## config.mk

```make
export PLATFORM = sky130hd
export DESIGN_NAME = ordered_list_engine_unit
export DESIGN_NICKNAME = d
export VERILOG_FILES = /design/src/design/ole_pkg.sv /design/src/design/ole_ram.sv /design/src/design/ole_front.sv /design/src/design/ole_back.sv /design/src/design/ordered_list_engine_unit.sv
export VERILOG_INCLUDE_DIRS = /design/src /design/src/design
export SDC_FILE = /design/constraint.sdc
export NUM_CORES = 2
export LEC_CHECK = 0
export ABC_AREA = 1
export BUFFER_PORTS_ARGS = -buffer_cell sky130_fd_sc_hd__buf_2
export CORE_MARGIN = 3
export CORE_UTILIZATION = 57
export DETAILED_ROUTE_END_ITERATION = 10
export HOLD_SLACK_MARGIN = 0.1
export PLACE_DENSITY = 0.76
export SYNTH_ARGS = -nofsm -noshare
export SYNTH_HDL_FRONTEND = slang
export SYNTH_SLANG_ARGS = --single-unit
```

## constraint.sdc

```tcl
create_clock -name clk -period 5.8 [get_ports clk]
set_input_delay 1.16 -clock clk [delete_from_list [all_inputs] [get_ports clk]]
set_output_delay 1.16 -clock clk [all_outputs]
set_load 0.02 [all_outputs]
```

## src/design/assert_macros.svh

```systemverilog
// assertion macros used by the top level rtl file
// no dependencies
`ifndef ASSERT_MACROS_SVH
`define ASSERT_MACROS_SVH
`ifndef SYNTHESIS
`define OLE_ASSERT_IMPL(label, clk, rst_n, cond, conseq) \
    label: assert property (@(posedge clk) disable iff (!rst_n) (cond) |-> (conseq)) \
        else $error("assertion failed");
`define OLE_ASSERT_NEXT(label, clk, rst_n, cond, conseq) \
    label: assert property (@(posedge clk) disable iff (!rst_n) (cond) |=> (conseq)) \
        else $error("assertion failed");
`else
`define OLE_ASSERT_IMPL(label, clk, rst_n, cond, conseq)
`define OLE_ASSERT_NEXT(label, clk, rst_n, cond, conseq)
`endif
`endif

```

## src/design/ole_pkg.sv

```systemverilog
// shared types and codes of the ordered list engine
// no dependencies
package ole_pkg;

    localparam int CAPACITY_DEF   = 64;
    localparam int ITEM_WIDTH_DEF = 32;
    localparam int POS_W          = 7;
    localparam int VAL_W          = 32;
    localparam int IN_W           = 48;
    localparam int OUT_W          = 56;

    typedef enum logic [2:0] {
        OP_INS_AT   = 3'd0,
        OP_INS_SORT = 3'd1,
        OP_ERASE    = 3'd2,
        OP_RMALL    = 3'd3,
        OP_GET      = 3'd4,
        OP_SET      = 3'd5,
        OP_FIND     = 3'd6,
        OP_NOP      = 3'd7
    } op_t;

    localparam logic [1:0] ST_OK       = 2'd0;
    localparam logic [1:0] ST_RANGE    = 2'd1;
    localparam logic [1:0] ST_FULL     = 2'd2;
    localparam logic [1:0] ST_NOTFOUND = 2'd3;

    typedef struct packed {
        op_t              op;
        logic [POS_W-1:0] pos;
    } cmd_t;

endpackage

```

## src/design/ole_ram.sv

```systemverilog
// generic single write, single read ram with registered read
// no dependencies
module ole_ram #(
    parameter int WIDTH = 32,
    parameter int DEPTH = 64
) (
    input  logic                     clk,
    input  logic                     we,
    input  logic [$clog2(DEPTH)-1:0] waddr,
    input  logic [WIDTH-1:0]         wdata,
    input  logic                     re,
    input  logic [$clog2(DEPTH)-1:0] raddr,
    output logic [WIDTH-1:0]         rdata
);
    logic [WIDTH-1:0] mem [DEPTH];

    always_ff @(posedge clk)
    begin
        if (we)
        begin
            mem[waddr] <= wdata;
        end
        if (re)
        begin
            rdata <= mem[raddr];
        end
    end
endmodule

```

## src/design/ole_front.sv

```systemverilog
// front: takes input words, decodes the mode and queues commands
// depends on ole_pkg
module ole_front #(
    parameter int ITEM_WIDTH = ole_pkg::ITEM_WIDTH_DEF
) (
    input  logic                    clk,
    input  logic                    rst_n,
    input  logic                    s_tvalid,
    output logic                    s_tready,
    input  logic [ole_pkg::IN_W-1:0] s_tdata,
    output logic                    q_valid,
    input  logic                    q_ready,
    output ole_pkg::cmd_t           q_cmd,
    output logic [ITEM_WIDTH-1:0]   q_val
);
    import ole_pkg::*;

    cmd_t                  cmd_reg [2];
    logic [ITEM_WIDTH-1:0] val_reg [2];
    logic                  wr_ptr_reg, rd_ptr_reg;
    logic [1:0]            cnt_reg;
    logic [63:0]           val_wide;
    cmd_t                  in_cmd;
    logic                  push, pop;

    // decode the incoming word
    always_comb
    begin
        in_cmd.op  = op_t'(s_tdata[2:0]);
        in_cmd.pos = s_tdata[9:3];
        val_wide   = {32'b0, s_tdata[41:10]};
    end

    assign s_tready = (cnt_reg != 2'd2);
    assign q_valid  = (cnt_reg != 2'd0);
    assign push     = s_tvalid && s_tready;
    assign pop      = q_valid && q_ready;
    assign q_cmd    = cmd_reg[rd_ptr_reg];
    assign q_val    = val_reg[rd_ptr_reg];

    // queue storage
    always_ff @(posedge clk)
    begin
        if (push)
        begin
            cmd_reg[wr_ptr_reg] <= in_cmd;
            val_reg[wr_ptr_reg] <= val_wide[ITEM_WIDTH-1:0];
        end
    end

    // queue pointers
    always_ff @(posedge clk or negedge rst_n)
    begin
        if (!rst_n)
        begin
            wr_ptr_reg <= 1'b0;
            rd_ptr_reg <= 1'b0;
            cnt_reg    <= 2'd0;
        end
        else
        begin
            if (push)
            begin
                wr_ptr_reg <= ~wr_ptr_reg;
            end
            if (pop)
            begin
                rd_ptr_reg <= ~rd_ptr_reg;
            end
            if (push && !pop)
            begin
                cnt_reg <= cnt_reg + 2'd1;
            end
            else if (pop && !push)
            begin
                cnt_reg <= cnt_reg - 2'd1;
            end
        end
    end
endmodule

```

## src/design/ole_back.sv

```systemverilog
// back: carries out list commands over the item ram, one entry per cycle
// depends on ole_pkg and ole_ram
module ole_back #(
    parameter int CAPACITY   = ole_pkg::CAPACITY_DEF,
    parameter int ITEM_WIDTH = ole_pkg::ITEM_WIDTH_DEF
) (
    input  logic                      clk,
    input  logic                      rst_n,
    input  logic                      q_valid,
    output logic                      q_ready,
    input  ole_pkg::cmd_t             q_cmd,
    input  logic [ITEM_WIDTH-1:0]     q_val,
    output logic                      m_tvalid,
    input  logic                      m_tready,
    output logic [ole_pkg::OUT_W-1:0] m_tdata
);
    import ole_pkg::*;

    localparam int ADDR_W = $clog2(CAPACITY);
    localparam int CNT_W  = $clog2(CAPACITY + 1);
    localparam int CMP_W  = (CNT_W > POS_W) ? CNT_W : POS_W;

    localparam logic [3:0] S_IDLE = 4'd0;
    localparam logic [3:0] S_PUT  = 4'd1;
    localparam logic [3:0] S_SHUP = 4'd2;
    localparam logic [3:0] S_SRCH = 4'd3;
    localparam logic [3:0] S_SHDN = 4'd4;
    localparam logic [3:0] S_RMV  = 4'd5;
    localparam logic [3:0] S_FIND = 4'd6;
    localparam logic [3:0] S_GETW = 4'd7;
    localparam logic [3:0] S_OUT  = 4'd8;

    logic [3:0]            state_reg, state_next;
    logic [CNT_W-1:0]      total_reg, total_next;
    logic [CMP_W-1:0]      pos_reg, pos_next;
    logic [ITEM_WIDTH-1:0] val_reg, val_next;
    logic [ADDR_W-1:0]     ra_reg, ra_next, last_reg, last_next, da_reg, da_next;
    logic [ADDR_W-1:0]     w_reg, w_next;
    logic                  issue_reg, issue_next, dv_reg, dv_next;
    logic [CNT_W-1:0]      cnt_reg, cnt_next;
    logic [1:0]            st_reg, st_next;
    logic [CMP_W-1:0]      idx_reg, idx_next;
    logic [ITEM_WIDTH-1:0] rval_reg, rval_next;
    logic                  out_valid_reg;
    logic [OUT_W-1:0]      out_data_reg;

    logic                  we, re;
    logic [ADDR_W-1:0]     waddr, raddr;
    logic [ITEM_WIDTH-1:0] wdata, rdata;
    logic [CMP_W-1:0]      tot_x, qpos_x, cnt_x;
    logic [ADDR_W-1:0]     tot_m1, pos_a, qpos_a;
    logic                  full, eq, load_out;
    logic [CNT_W-1:0]      cnt_inc;
    logic [63:0]           rval_wide;

    ole_ram #(.WIDTH(ITEM_WIDTH), .DEPTH(CAPACITY)) u_ram (
        .clk   (clk),
        .we    (we),
        .waddr (waddr),
        .wdata (wdata),
        .re    (re),
        .raddr (raddr),
        .rdata (rdata)
    );

    assign tot_x    = CMP_W'(total_reg);
    assign tot_m1   = ADDR_W'(total_reg - CNT_W'(1));
    assign qpos_x   = CMP_W'(q_cmd.pos);
    assign qpos_a   = qpos_x[ADDR_W-1:0];
    assign pos_a    = pos_reg[ADDR_W-1:0];
    assign cnt_x    = CMP_W'(cnt_reg);
    assign full     = (total_reg == CNT_W'(CAPACITY));
    assign eq       = (rdata == val_reg);
    assign cnt_inc  = cnt_reg + CNT_W'(1);
    assign q_ready  = (state_reg == S_IDLE);
    assign load_out = (state_reg == S_OUT) && (!out_valid_reg || m_tready);
    assign rval_wide = 64'(rval_reg);

    // command sequencer
    always_comb
    begin
        state_next = state_reg;
        total_next = total_reg;
        pos_next   = pos_reg;
        val_next   = val_reg;
        ra_next    = ra_reg;
        last_next  = last_reg;
        da_next    = da_reg;
        w_next     = w_reg;
        issue_next = issue_reg;
        dv_next    = 1'b0;
        cnt_next   = cnt_reg;
        st_next    = st_reg;
        idx_next   = idx_reg;
        rval_next  = rval_reg;
        we         = 1'b0;
        waddr      = '0;
        wdata      = val_reg;
        re         = 1'b0;
        raddr      = ra_reg;

        // shared walk: one read a cycle, data arrives the next cycle
        if (state_reg == S_SHUP || state_reg == S_SRCH || state_reg == S_SHDN ||
            state_reg == S_RMV || state_reg == S_FIND)
        begin
            re      = issue_reg;
            dv_next = issue_reg;
            da_next = ra_reg;
            if (issue_reg)
            begin
                if (ra_reg == last_reg)
                begin
                    issue_next = 1'b0;
                end
                else if (state_reg == S_SHUP)
                begin
                    ra_next = ra_reg - ADDR_W'(1);
                end
                else
                begin
                    ra_next = ra_reg + ADDR_W'(1);
                end
            end
        end

        unique case (state_reg)
            S_IDLE:
            begin
                if (q_valid)
                begin
                    pos_next   = qpos_x;
                    val_next   = q_val;
                    st_next    = ST_OK;
                    idx_next   = '0;
                    rval_next  = '0;
                    cnt_next   = '0;
                    w_next     = '0;
                    issue_next = 1'b1;
                    ra_next    = '0;
                    last_next  = tot_m1;
                    state_next = S_OUT;
                    unique case (q_cmd.op)
                        OP_INS_AT:
                        begin
                            if (qpos_x > tot_x)
                            begin
                                st_next = ST_RANGE;
                            end
                            else if (full)
                            begin
                                st_next = ST_FULL;
                            end
                            else if (qpos_x == tot_x)
                            begin
                                state_next = S_PUT;
                            end
                            else
                            begin
                                ra_next    = tot_m1;
                                last_next  = qpos_a;
                                state_next = S_SHUP;
                            end
                        end
                        OP_INS_SORT:
                        begin
                            if (full)
                            begin
                                st_next = ST_FULL;
                            end
                            else if (total_reg == '0)
                            begin
                                pos_next   = '0;
                                state_next = S_PUT;
                            end
                            else
                            begin
                                state_next = S_SRCH;
                            end
                        end
                        OP_ERASE:
                        begin
                            if (qpos_x >= tot_x)
                            begin
                                st_next = ST_RANGE;
                            end
                            else if (qpos_a == tot_m1)
                            begin
                                total_next = total_reg - CNT_W'(1);
                                idx_next   = qpos_x;
                            end
                            else
                            begin
                                ra_next    = qpos_a + ADDR_W'(1);
                                state_next = S_SHDN;
                            end
                        end
                        OP_RMALL:
                        begin
                            if (total_reg != '0)
                            begin
                                state_next = S_RMV;
                            end
                        end
                        OP_GET:
                        begin
                            if (qpos_x >= tot_x)
                            begin
                                st_next = ST_RANGE;
                            end
                            else
                            begin
                                re         = 1'b1;
                                raddr      = qpos_a;
                                state_next = S_GETW;
                            end
                        end
                        OP_SET:
                        begin
                            if (qpos_x >= tot_x)
                            begin
                                st_next = ST_RANGE;
                            end
                            else
                            begin
                                we       = 1'b1;
                                waddr    = qpos_a;
                                wdata    = q_val;
                                idx_next = qpos_x;
                            end
                        end
                        OP_FIND:
                        begin
                            if (total_reg == '0)
                            begin
                                st_next = ST_NOTFOUND;
                            end
                            else
                            begin
                                state_next = S_FIND;
                            end
                        end
                        default:
                        begin
                            st_next = ST_OK;
                        end
                    endcase
                end
            end
            // place the new item into the opened gap
            S_PUT:
            begin
                we         = 1'b1;
                waddr      = pos_a;
                total_next = total_reg + CNT_W'(1);
                idx_next   = pos_reg;
                state_next = S_OUT;
            end
            // move items up by one, from the top down
            S_SHUP:
            begin
                if (dv_reg)
                begin
                    we    = 1'b1;
                    waddr = da_reg + ADDR_W'(1);
                    wdata = rdata;
                    if (da_reg == last_reg)
                    begin
                        state_next = S_PUT;
                    end
                end
            end
            // find the first item not below the value
            S_SRCH:
            begin
                if (dv_reg)
                begin
                    if (val_reg <= rdata)
                    begin
                        pos_next   = CMP_W'(da_reg);
                        ra_next    = tot_m1;
                        last_next  = da_reg;
                        issue_next = 1'b1;
                        dv_next    = 1'b0;
                        state_next = S_SHUP;
                    end
                    else if (da_reg == last_reg)
                    begin
                        pos_next   = tot_x;
                        state_next = S_PUT;
                    end
                end
            end
            // move items down by one over the erased entry
            S_SHDN:
            begin
                if (dv_reg)
                begin
                    we    = 1'b1;
                    waddr = da_reg - ADDR_W'(1);
                    wdata = rdata;
                    if (da_reg == last_reg)
                    begin
                        total_next = total_reg - CNT_W'(1);
                        idx_next   = pos_reg;
                        state_next = S_OUT;
                    end
                end
            end
            // compact the list, dropping matches
            S_RMV:
            begin
                if (dv_reg)
                begin
                    if (eq)
                    begin
                        cnt_next = cnt_inc;
                    end
                    else
                    begin
                        we     = 1'b1;
                        waddr  = w_reg;
                        wdata  = rdata;
                        w_next = w_reg + ADDR_W'(1);
                    end
                    if (da_reg == last_reg)
                    begin
                        total_next = total_reg - (eq ? cnt_inc : cnt_reg);
                        cnt_next   = eq ? cnt_inc : cnt_reg;
                        state_next = S_OUT;
                    end
                end
            end
            S_FIND:
            begin
                if (dv_reg)
                begin
                    if (eq)
                    begin
                        idx_next   = CMP_W'(da_reg);
                        state_next = S_OUT;
                    end
                    else if (da_reg == last_reg)
                    begin
                        st_next    = ST_NOTFOUND;
                        state_next = S_OUT;
                    end
                end
            end
            S_GETW:
            begin
                rval_next  = rdata;
                idx_next   = pos_reg;
                state_next = S_OUT;
            end
            S_OUT:
            begin
                if (load_out)
                begin
                    state_next = S_IDLE;
                end
            end
            default:
            begin
                state_next = S_IDLE;
            end
        endcase
    end

    // control registers
    always_ff @(posedge clk or negedge rst_n)
    begin
        if (!rst_n)
        begin
            state_reg     <= S_IDLE;
            total_reg     <= '0;
            issue_reg     <= 1'b0;
            dv_reg        <= 1'b0;
            out_valid_reg <= 1'b0;
        end
        else
        begin
            state_reg <= state_next;
            total_reg <= total_next;
            issue_reg <= issue_next;
            dv_reg    <= dv_next;
            if (load_out)
            begin
                out_valid_reg <= 1'b1;
            end
            else if (m_tready)
            begin
                out_valid_reg <= 1'b0;
            end
        end
    end

    // working and result registers
    always_ff @(posedge clk)
    begin
        pos_reg  <= pos_next;
        val_reg  <= val_next;
        ra_reg   <= ra_next;
        last_reg <= last_next;
        da_reg   <= da_next;
        w_reg    <= w_next;
        cnt_reg  <= cnt_next;
        st_reg   <= st_next;
        idx_reg  <= idx_next;
        rval_reg <= rval_next;
        if (load_out)
        begin
            out_data_reg <= {1'b0, tot_x[POS_W-1:0], cnt_x[POS_W-1:0],
                             rval_wide[VAL_W-1:0], idx_reg[POS_W-1:0], st_reg};
        end
    end

    assign m_tvalid = out_valid_reg;
    assign m_tdata  = out_data_reg;
endmodule

```

## src/design/ordered_list_engine_unit.sv

```systemverilog
// top level of the ordered list engine
// depends on ole_pkg, ole_front, ole_back, assert_macros.svh
//
// channel  dir  word bits  fields (lowest bit up)
// s_axis   in   48         mode, position, item_value
// m_axis   out  56         status, result_index, read_value, removed_count, item_count
//
// set and get touch a single entry; inserts, erase, remove all and find walk the
// item ram one entry per cycle when there are entries to move or scan
// reset (rst_n, async) empties the list and the command queue; ram content is not cleared
// a two entry queue keeps taking words, until both entries are full, while the back end works or the result stalls
`include "assert_macros.svh"
module ordered_list_engine_unit #(
    parameter int CAPACITY   = ole_pkg::CAPACITY_DEF,
    parameter int ITEM_WIDTH = ole_pkg::ITEM_WIDTH_DEF
) (
    input  logic                      clk,
    input  logic                      rst_n,
    input  logic                      s_tvalid,
    output logic                      s_tready,
    input  logic [ole_pkg::IN_W-1:0]  s_tdata,  // mode, position, item_value
    output logic                      m_tvalid,
    input  logic                      m_tready,
    output logic [ole_pkg::OUT_W-1:0] m_tdata   // status, result_index, read_value,
                                                // removed_count, item_count
);
    import ole_pkg::*;

    logic                  q_valid, q_ready;
    cmd_t                  q_cmd;
    logic [ITEM_WIDTH-1:0] q_val;
    logic                  res_failed, res_clean;

    ole_front #(.ITEM_WIDTH(ITEM_WIDTH)) u_front (
        .clk      (clk),
        .rst_n    (rst_n),
        .s_tvalid (s_tvalid),
        .s_tready (s_tready),
        .s_tdata  (s_tdata),
        .q_valid  (q_valid),
        .q_ready  (q_ready),
        .q_cmd    (q_cmd),
        .q_val    (q_val)
    );

    ole_back #(.CAPACITY(CAPACITY), .ITEM_WIDTH(ITEM_WIDTH)) u_back (
        .clk      (clk),
        .rst_n    (rst_n),
        .q_valid  (q_valid),
        .q_ready  (q_ready),
        .q_cmd    (q_cmd),
        .q_val    (q_val),
        .m_tvalid (m_tvalid),
        .m_tready (m_tready),
        .m_tdata  (m_tdata)
    );

    // result word classification for the checks below
    assign res_failed = m_tvalid && (m_tdata[1:0] != ST_OK);
    assign res_clean  = (m_tdata[47:41] == '0) && (m_tdata[40:9] == '0);

    // failures never report removed items or read data
    `OLE_ASSERT_IMPL(a_fail_clean, clk, rst_n, res_failed, res_clean)
    // a word in the output register holds until taken
    `OLE_ASSERT_NEXT(a_out_hold, clk, rst_n, m_tvalid && !m_tready, m_tvalid && $stable(m_tdata))
    // an empty queue always takes a word
    `OLE_ASSERT_IMPL(a_queue_ready, clk, rst_n, !q_valid, s_tready)
endmodule

```

* After elaboration in Yosys (flattened, before gate mapping)
Memory sizes are Yosys's and may differ from the RTL's. A register that Yosys moved wholly into a read port is not among the register bits. Cells that the tools add are included.
Cells by class: add/sub/neg operators 12, order comparisons 3, equal/unequal tests 40, mux-type cells 140, bitwise gates (word level) 2, reductions and logical operators 40
Operators with widths (number):
- 2-to-1 mux 32 bit | 7
- 2-to-1 mux 6 bit | 33
- 2-to-1 mux 7 bit | 26
- case mux 32 bit (3 select lines) | 1
- 2-to-1 mux 4 bit | 18
- case mux 32 bit (2 select lines) | 1
- case mux 7 bit (4 select lines) | 2
- case mux 6 bit (2 select lines) | 4
- case mux 7 bit (2 select lines) | 3
- == test 32 bit | 1
- less-or-equal comparator 32 bit | 1
- case mux 6 bit (5 select lines) | 1
- case mux 4 bit (7 select lines) | 1
- 2-to-1 mux 1 bit | 27
- adder 6 x 1 -> 6 bit (second input constant) | 4
- case mux 4 bit (6 select lines) | 1
- 2-to-1 mux 2 bit | 11
- inequality test 2 x 1 -> 1 bit (second input constant) | 11
- == test 6 bit | 3
- == test 4 x 3 -> 1 bit (second input constant) | 4
- inequality test 2 bit (second input constant) | 8
- adder 7 x 1 -> 7 bit (second input constant) | 2
- nonzero test 2 bit | 7
- AND reduction 4 bit | 3
- 36 further kinds | 57
Storage, ports and cells: bits in registers 184, memory bits (writable) 2132, input bits 52, output and inout bits 58, logic and storage cells 259, memories kept 3
Memories:
- u_back.u_ram.mem | depth 64, width 32, read ports 1, clocked after Yosys merged registers in 1, wr ports 1, RTL line ole_ram.sv:15 | logic [WIDTH-1:0] mem [DEPTH];
- u_front.val_reg | depth 2, width 32, read ports 1, clocked after Yosys merged registers in 0, wr ports 1, RTL line ole_front.sv:19 | logic [ITEM_WIDTH-1:0] val_reg [2];
- u_front.cmd_reg | depth 2, width 10, read ports 1, clocked after Yosys merged registers in 0, wr ports 1, RTL line ole_front.sv:18 | cmd_t cmd_reg [2];

* Logic depth before layout (Yosys ltp)
depth in word-level cells 10, gate-level depth with buffers 27, gate-level depth less buffers 23

* Cells and area by module
Synthesis repeated with hierarchy kept, for this count alone.
Second synthesis, totals: cells, all modules 8164, area total of the unflattened synthesis 96802.8 µm²
Modules (own cells, without submodules):
- ole_ram | times used 1, cells each 6785, area each 83106.0 µm², sequential area each 62459.9 µm²
- ole_back | times used 1, cells each 1131, area each 10311.1 µm², sequential area each 5275.1 µm²
- ole_front | times used 1, cells each 248, area each 3385.7 µm², sequential area each 2622.5 µm²

* Worst setup path after synthesis
Ideal clock, no wire load.
path type flip-flop to flip-flop, from register u_front.rd_ptr_reg, to memory u_back.u_ram.mem[0][11], data pin, library setup time 0.554 ns, data arrival time 5.208 ns, data required time 5.246 ns, path slack 0.038 ns, cell stages (with the launch flop) 20, buffers on the path 6, period minus slack after synthesis 5.762 ns, cell sequence dfrtp_1 -> buf_6 -> buf_2 -> buf_2 -> buf_2 -> buf_1 -> nand2_1 -> o21ai_0 -> inv_1 -> ha_1 -> nand2_1 -> inv_1 -> a21oi_1 -> nand3_2 -> nor2_1 -> inv_2 -> nor2_1 -> clkbuf_1 -> nor2_1 -> o2111ai_1
Between the ends: word-level cells in the longest chain between the ends 6, elaborated cells between the ends (all ways) 8, those cells by class order compare (1); eq/ne (1); mux (4); memory (2)
RTL lines:
- start: declaration | RTL line ole_front.sv:20 | logic wr_ptr_reg, rd_ptr_reg;
- start signal: assignment | RTL line ole_front.sv:68 | rd_ptr_reg <= ~rd_ptr_reg;
- memory (2 x 10 bit)
- >= comparator 7 bit | RTL line ole_back.sv:219 | if (qpos_x >= tot_x)
- 2-to-1 mux 32 bit | RTL line ole_back.sv:219
- 2-to-1 mux 32 bit (*) | RTL line ole_back.sv:142 | unique case (q_cmd.op)
- 2-to-1 mux 32 bit (*) | RTL line ole_back.sv:129 | if (q_valid)
- case mux 32 bit (3 select lines) (*) | RTL line ole_back.sv:126 | unique case (state_reg)
- via u_back.u_ram.wdata[11] | RTL line ole_ram.sv:10 | input logic [WIDTH-1:0] wdata,
- end: declaration | RTL line ole_ram.sv:15
The timed path passes the listed nets; every way through them passes the cells marked *.

* Worst setup path in the final report
from register u_front.rd_ptr_reg, to register u_back.u_ram.rdata[25] (read register of u_back.u_ram.mem), data pin
Between the ends: word-level cells in the longest chain between the ends 6, elaborated cells between the ends (all ways) 11, those cells by class order compare (1); eq/ne (1); mux (8); memory (1)
RTL lines:
- memory (2 x 10 bit) (*)
- >= comparator 7 bit | RTL line ole_back.sv:206 | if (qpos_x >= tot_x)
- 2-to-1 mux 6 bit or 2-to-1 mux 1 bit (tied branches) | RTL line ole_back.sv:206
- 2-to-1 mux 6 bit or 2-to-1 mux 1 bit (tied branches) | RTL line ole_back.sv:142
- 2-to-1 mux 6 bit or 2-to-1 mux 1 bit (tied branches) | RTL line ole_back.sv:129
- 2-to-1 mux 6 bit or 2-to-1 mux 1 bit (tied branches) | RTL line ole_back.sv:126
- end: declaration | RTL line ole_ram.sv:13 | output logic [WIDTH-1:0] rdata
Mark *: on every way between the ends. The rest lies on a longest branch, timed or not. A chain may end at the register's enable or synchronous reset.

==> impl_metrics.py <==
metrics = {
    "outcome": {
        "outcome": "complete, no violations",
    },
    "yosys": {
        "ys.flop_type": "edfxtp_1",
        "synth.avg_cell_area_sq_um": 10.4,
        "ys_warn_count": 0,
        "syn_nets": 10200,
        "netlist_instances": 10100,
        "synth-async-reset-ratio_pct": 0.767,
        "synth_seq_area_share_pct": 67.2,
        "syn-cell-area_sq_um": 105000,
        "synth-edff-count": 2324,
        "yosys.cell_types.count": 54,
        "synth-seq-cells": 2348,
    },
    "sta": {
        "rsz0062_at_grt": "no",
        "fin_setup_tns_ps": 0,
        "post-route-min-period_ps": 5560,
        "slew_violations": 0,
        "hold_violations": 0,
        "tightest_slew_ps": 1230,
        "setup_viol": 0,
        "slew_headroom_pct": 18.1,
        "post-route-period-util_pct": 95.9,
        "finClkSkew_ps": 54.2,
        "fmaxAchievable_ghz": 0.180,
    },
    "clock_network": {
        "cts_buffer_depth": 3,
        "cts_buffers": 220,
        "ctsResizeCount": 0,
        "cts-root-buf": "clkbuf_16",
        "cts_tree": "built",
        "cts_post_setup_buffers_inserted": 0,
        "ctsHoldBuffers": 0,
        "htreeDepth": 4,
        "clk-insertion-delay-late_ps": 870,
        "clkSlewWorstSetupHoldPaths_ps": 70,
        "clock_sinks": 2348,
    },
    "pwr": {
        "powerDensity_nw_per_um2": 597,
        "combPwrFrac_pct": 41.9,
        "internal_power_w": 0.0404,
        "p_switching_w": 0.0295,
        "p_seq_share_pct": 38.1,
        "sw_frac_of_total_pct": 42.2,
        "p_clk_share_pct": 20.0,
        "peakVddDrop_uv": 1010,
        "p_leak_nw": 48.9,
        "p_total_w": 0.0699,
    },
    "worst_setup_path": {
        "end_kind": "flop",
        "max_stage_delay_ps": 550,
        "critPathMaxFanout": 43,
        "start_kind": "flop",
        "critical_path_required_ps": 6450,
        "cpMostUsedCell": "nand3_1",
        "ff2ff_setup_slack_ps": 240,
        "critical_path_depth": 18,
        "crit_path_cell_trace": "o21ai_0 -> inv_1 -> ha_1 -> nand2_1 -> nand2_1 -> a21oi_1 -> nand3_2 -> nor2_4 -> nand2_1 -> o21ai_4 -> buf_12 -> buf_12 -> nand3_1 -> nand3_1 -> nand3_1 -> nand3_1 -> nand3_1 -> nand2_1",
        "rr_startpoint": "u_front.rd_ptr_reg",
        "worstRegToRegCells": 18,
        "crit_buf_inv": 3,
        "cp-startpoint": "u_front.rd_ptr_reg",
        "slowest_stage": "dfrtp_2",
        "r2r_end": "u_back.u_ram.rdata[25]",
        "criticalPathCategory": "reg2reg",
        "crit_arrival_ps": 6210,
        "path_delay_family": "simple AND/OR/NAND/NOR gates",
        "critPathCapture": "u_back.u_ram.rdata[25]",
    },
    "cells_and_area": {
        "drive_gt1_share_pct": 8.16,
        "multiInputGateArea_sq_um": 25200,
        "fill_cells": 13000,
        "seqCellArea_sq_um": 70400,
        "area_growth_syn_to_layout_pct": 11.9,
        "largest_reg_flops": 2048,
        "final_nets": 10300,
    },
    "placed_design": {
        "io_buffer_count": 102,
        "routabilityCongestion": 0.930,
        "place_hpwl_mm": 168,
    },
    "drt": {
        "drtAntennaViolNets": 0,
        "maxUsedRoutingLayer": "met5",
        "postRouteWirelength_mm": 293,
        "met2WireLength_mm": 133,
        "wl_per_cell_um": 22.9,
        "drt-met1-wl_mm": 106,
        "vias_per_cell": 5.82,
        "first_iter_violations": 10800,
        "drt-pass1-iter-count": 9,
        "wl_met3_mm": 37.8,
        "drc": 0,
        "dr_total_vias": 74500,
    },
    "global_routing": {
        "antenna_found_initial": 9,
        "grt_pass1_vias": 71600,
        "grt_overflow_total": 0,
        "grt_pass1_wl_mm": 432,
        "track_usage_pct": 30.7,
        "grt_max_degree": 129,
    },
    "die": {
        "dieArea_sq_um": 189000,
        "start_util_pct": 57.6,
        "core_area_sq_um": 182000,
        "die-width_um": 435,
        "die_h_um": 435,
        "core.rowCount": 156,
        "pin_count": 110,
    },
    "hold_path": {
        "min_path_type": "in2async",
    },
    "run": {
        "cap_violations": 0,
    },
}
## layer usage
metal	GRT usage, %	vias to the layer above
li1	-	33300
met1	40.5	35300
met2	47.7	4997
met3	6.80	875
met4	16.8	2
met5	0.282	-
## cell usage after synthesis, drive strengths merged (12+ instances only)
library cell / n / area [sq um]
o211ai: 38 / 290
buf: 392 / 2080
mux2: 12 / 135
nand3b: 99 / 743
nand3: 2074 / 10400
nor2: 245 / 978
mux2i: 19 / 190
xor2: 26 / 228
o221ai: 13 / 114
dfrtp: 18 / 450
nor3: 33 / 170
a221oi: 20 / 175
o21ai: 104 / 554
clkbuf: 119 / 447
o2111ai: 15 / 131
xnor2: 13 / 114
nand2: 2276 / 8570
ha: 54 / 676
a21oi: 97 / 485
edfxtp: 2324 / 69800
inv: 2010 / 7540
## power by group through the flow
stage / registers [W] / logic [W] / clock network, W
after global placement: 0.0269 / 0.0273 / 0
after detailed placement: 0.0270 / 0.0281 / 0
after floorplan: 0.0272 / 0.0155 / 0
final: 0.0266 / 0.0293 / 0.0140
after global routing: 0.0268 / 0.0309 / 0.0147
after CTS: 0.0266 / 0.0282 / 0.0141
## cell families (layout without fill, tap and decap cells)
| kind of cell | count (synthesis) | in the layout | share of synthesized area (%) |
|---|---|---|---|
| adder cells (fa/ha/maj) | 55 | 55 | 0.665 |
| AO/OA/AOI/OAI | 307 | 307 | 1.81 |
| other | 1 | 6 | 0.00358 |
| buffers and inverters | 2524 | 2810 | 9.63 |
| flip-flops | 2348 | 2348 | 67.2 |
| XOR/XNOR | 39 | 39 | 0.326 |
| multiplexers | 31 | 31 | 0.311 |
| AND/OR/NAND/NOR | 4746 | 4746 | 20.0 |
## worst register-to-register path: stages, from the launching register on
cell and delay [ps]:
dfrtp_2 550, o21ai_0 490, inv_1 340, ha_1 390, nand2_1 60, nand2_1 50, a21oi_1 250, nand3_2 280
nor2_4 270, nand2_1 130, o21ai_4 340, buf_12 290, buf_12 310, nand3_1 130, nand3_1 100, nand3_1 240
nand3_1 170, nand3_1 460, nand2_1 470
## per-stage QoR
stage / cells / utilization [%] / hold WS (ps) / setup WS [ps] / instance area (sq um)
after detailed placement: 12400 / 60.7 / 405 / 560 / 110000
final: 12800 / 64.5 / 266 / 240 / 117000
after floorplan: 10100 / - / 400 / 37.7 / 105000
after global placement: 12400 / 60.7 / 405 / 671 / 110000
after global routing: 12800 / 64.5 / 258 / 147 / 117000
after CTS: 12800 / 64.5 / 212 / 544 / 117000
## how the worst min path moves through the flow
stage / endpoint / start / depth (start not counted) / slack (ps)
after floorplan: u_back.m_tdata[0] / u_back.st_reg[0] / 0 / 400
after global placement: u_back.m_tdata[28] / u_back.rval_reg[19] / 0 / 400
after detailed placement: u_back.m_tdata[2] / u_back.idx_reg[0] / 0 / 400
after CTS: u_back.tot_x[3] / rst_n / 1 / 210
after global routing: u_front.cnt_reg[1] / rst_n / 1 / 260
final: u_back.tot_x[4] / rst_n / 1 / 270
## area by class of cell
cell class,instances,area share [%]
Sequential cell,2348,60.0
Multi-Input combinational cell,5179,21.5
Inverter,2013,6.46
Clock buffer,284,4.94
Timing Repair Buffer,393,3.47
Tap cell,2449,2.62
Clock inverter,120,0.969
Antenna cell,5,0.0107
## layout by cell type (no fill, tap or decap), drive strengths merged, types with 15 or more instances in the layout
cell type / n
buf: 393
o21ai: 104
a221oi: 20
xor2: 26
edfxtp: 2324
nand2: 2276
clkinv: 95
a21oi: 97
inv: 2019
ha: 54
nand3: 2074
mux2i: 19
clkbuf: 284
o211ai: 38
nand3b: 99
nor3: 33
o2111ai: 15
bufinv: 15
dfrtp: 18
nor2: 245
Power figures use the tool's default switching activity.
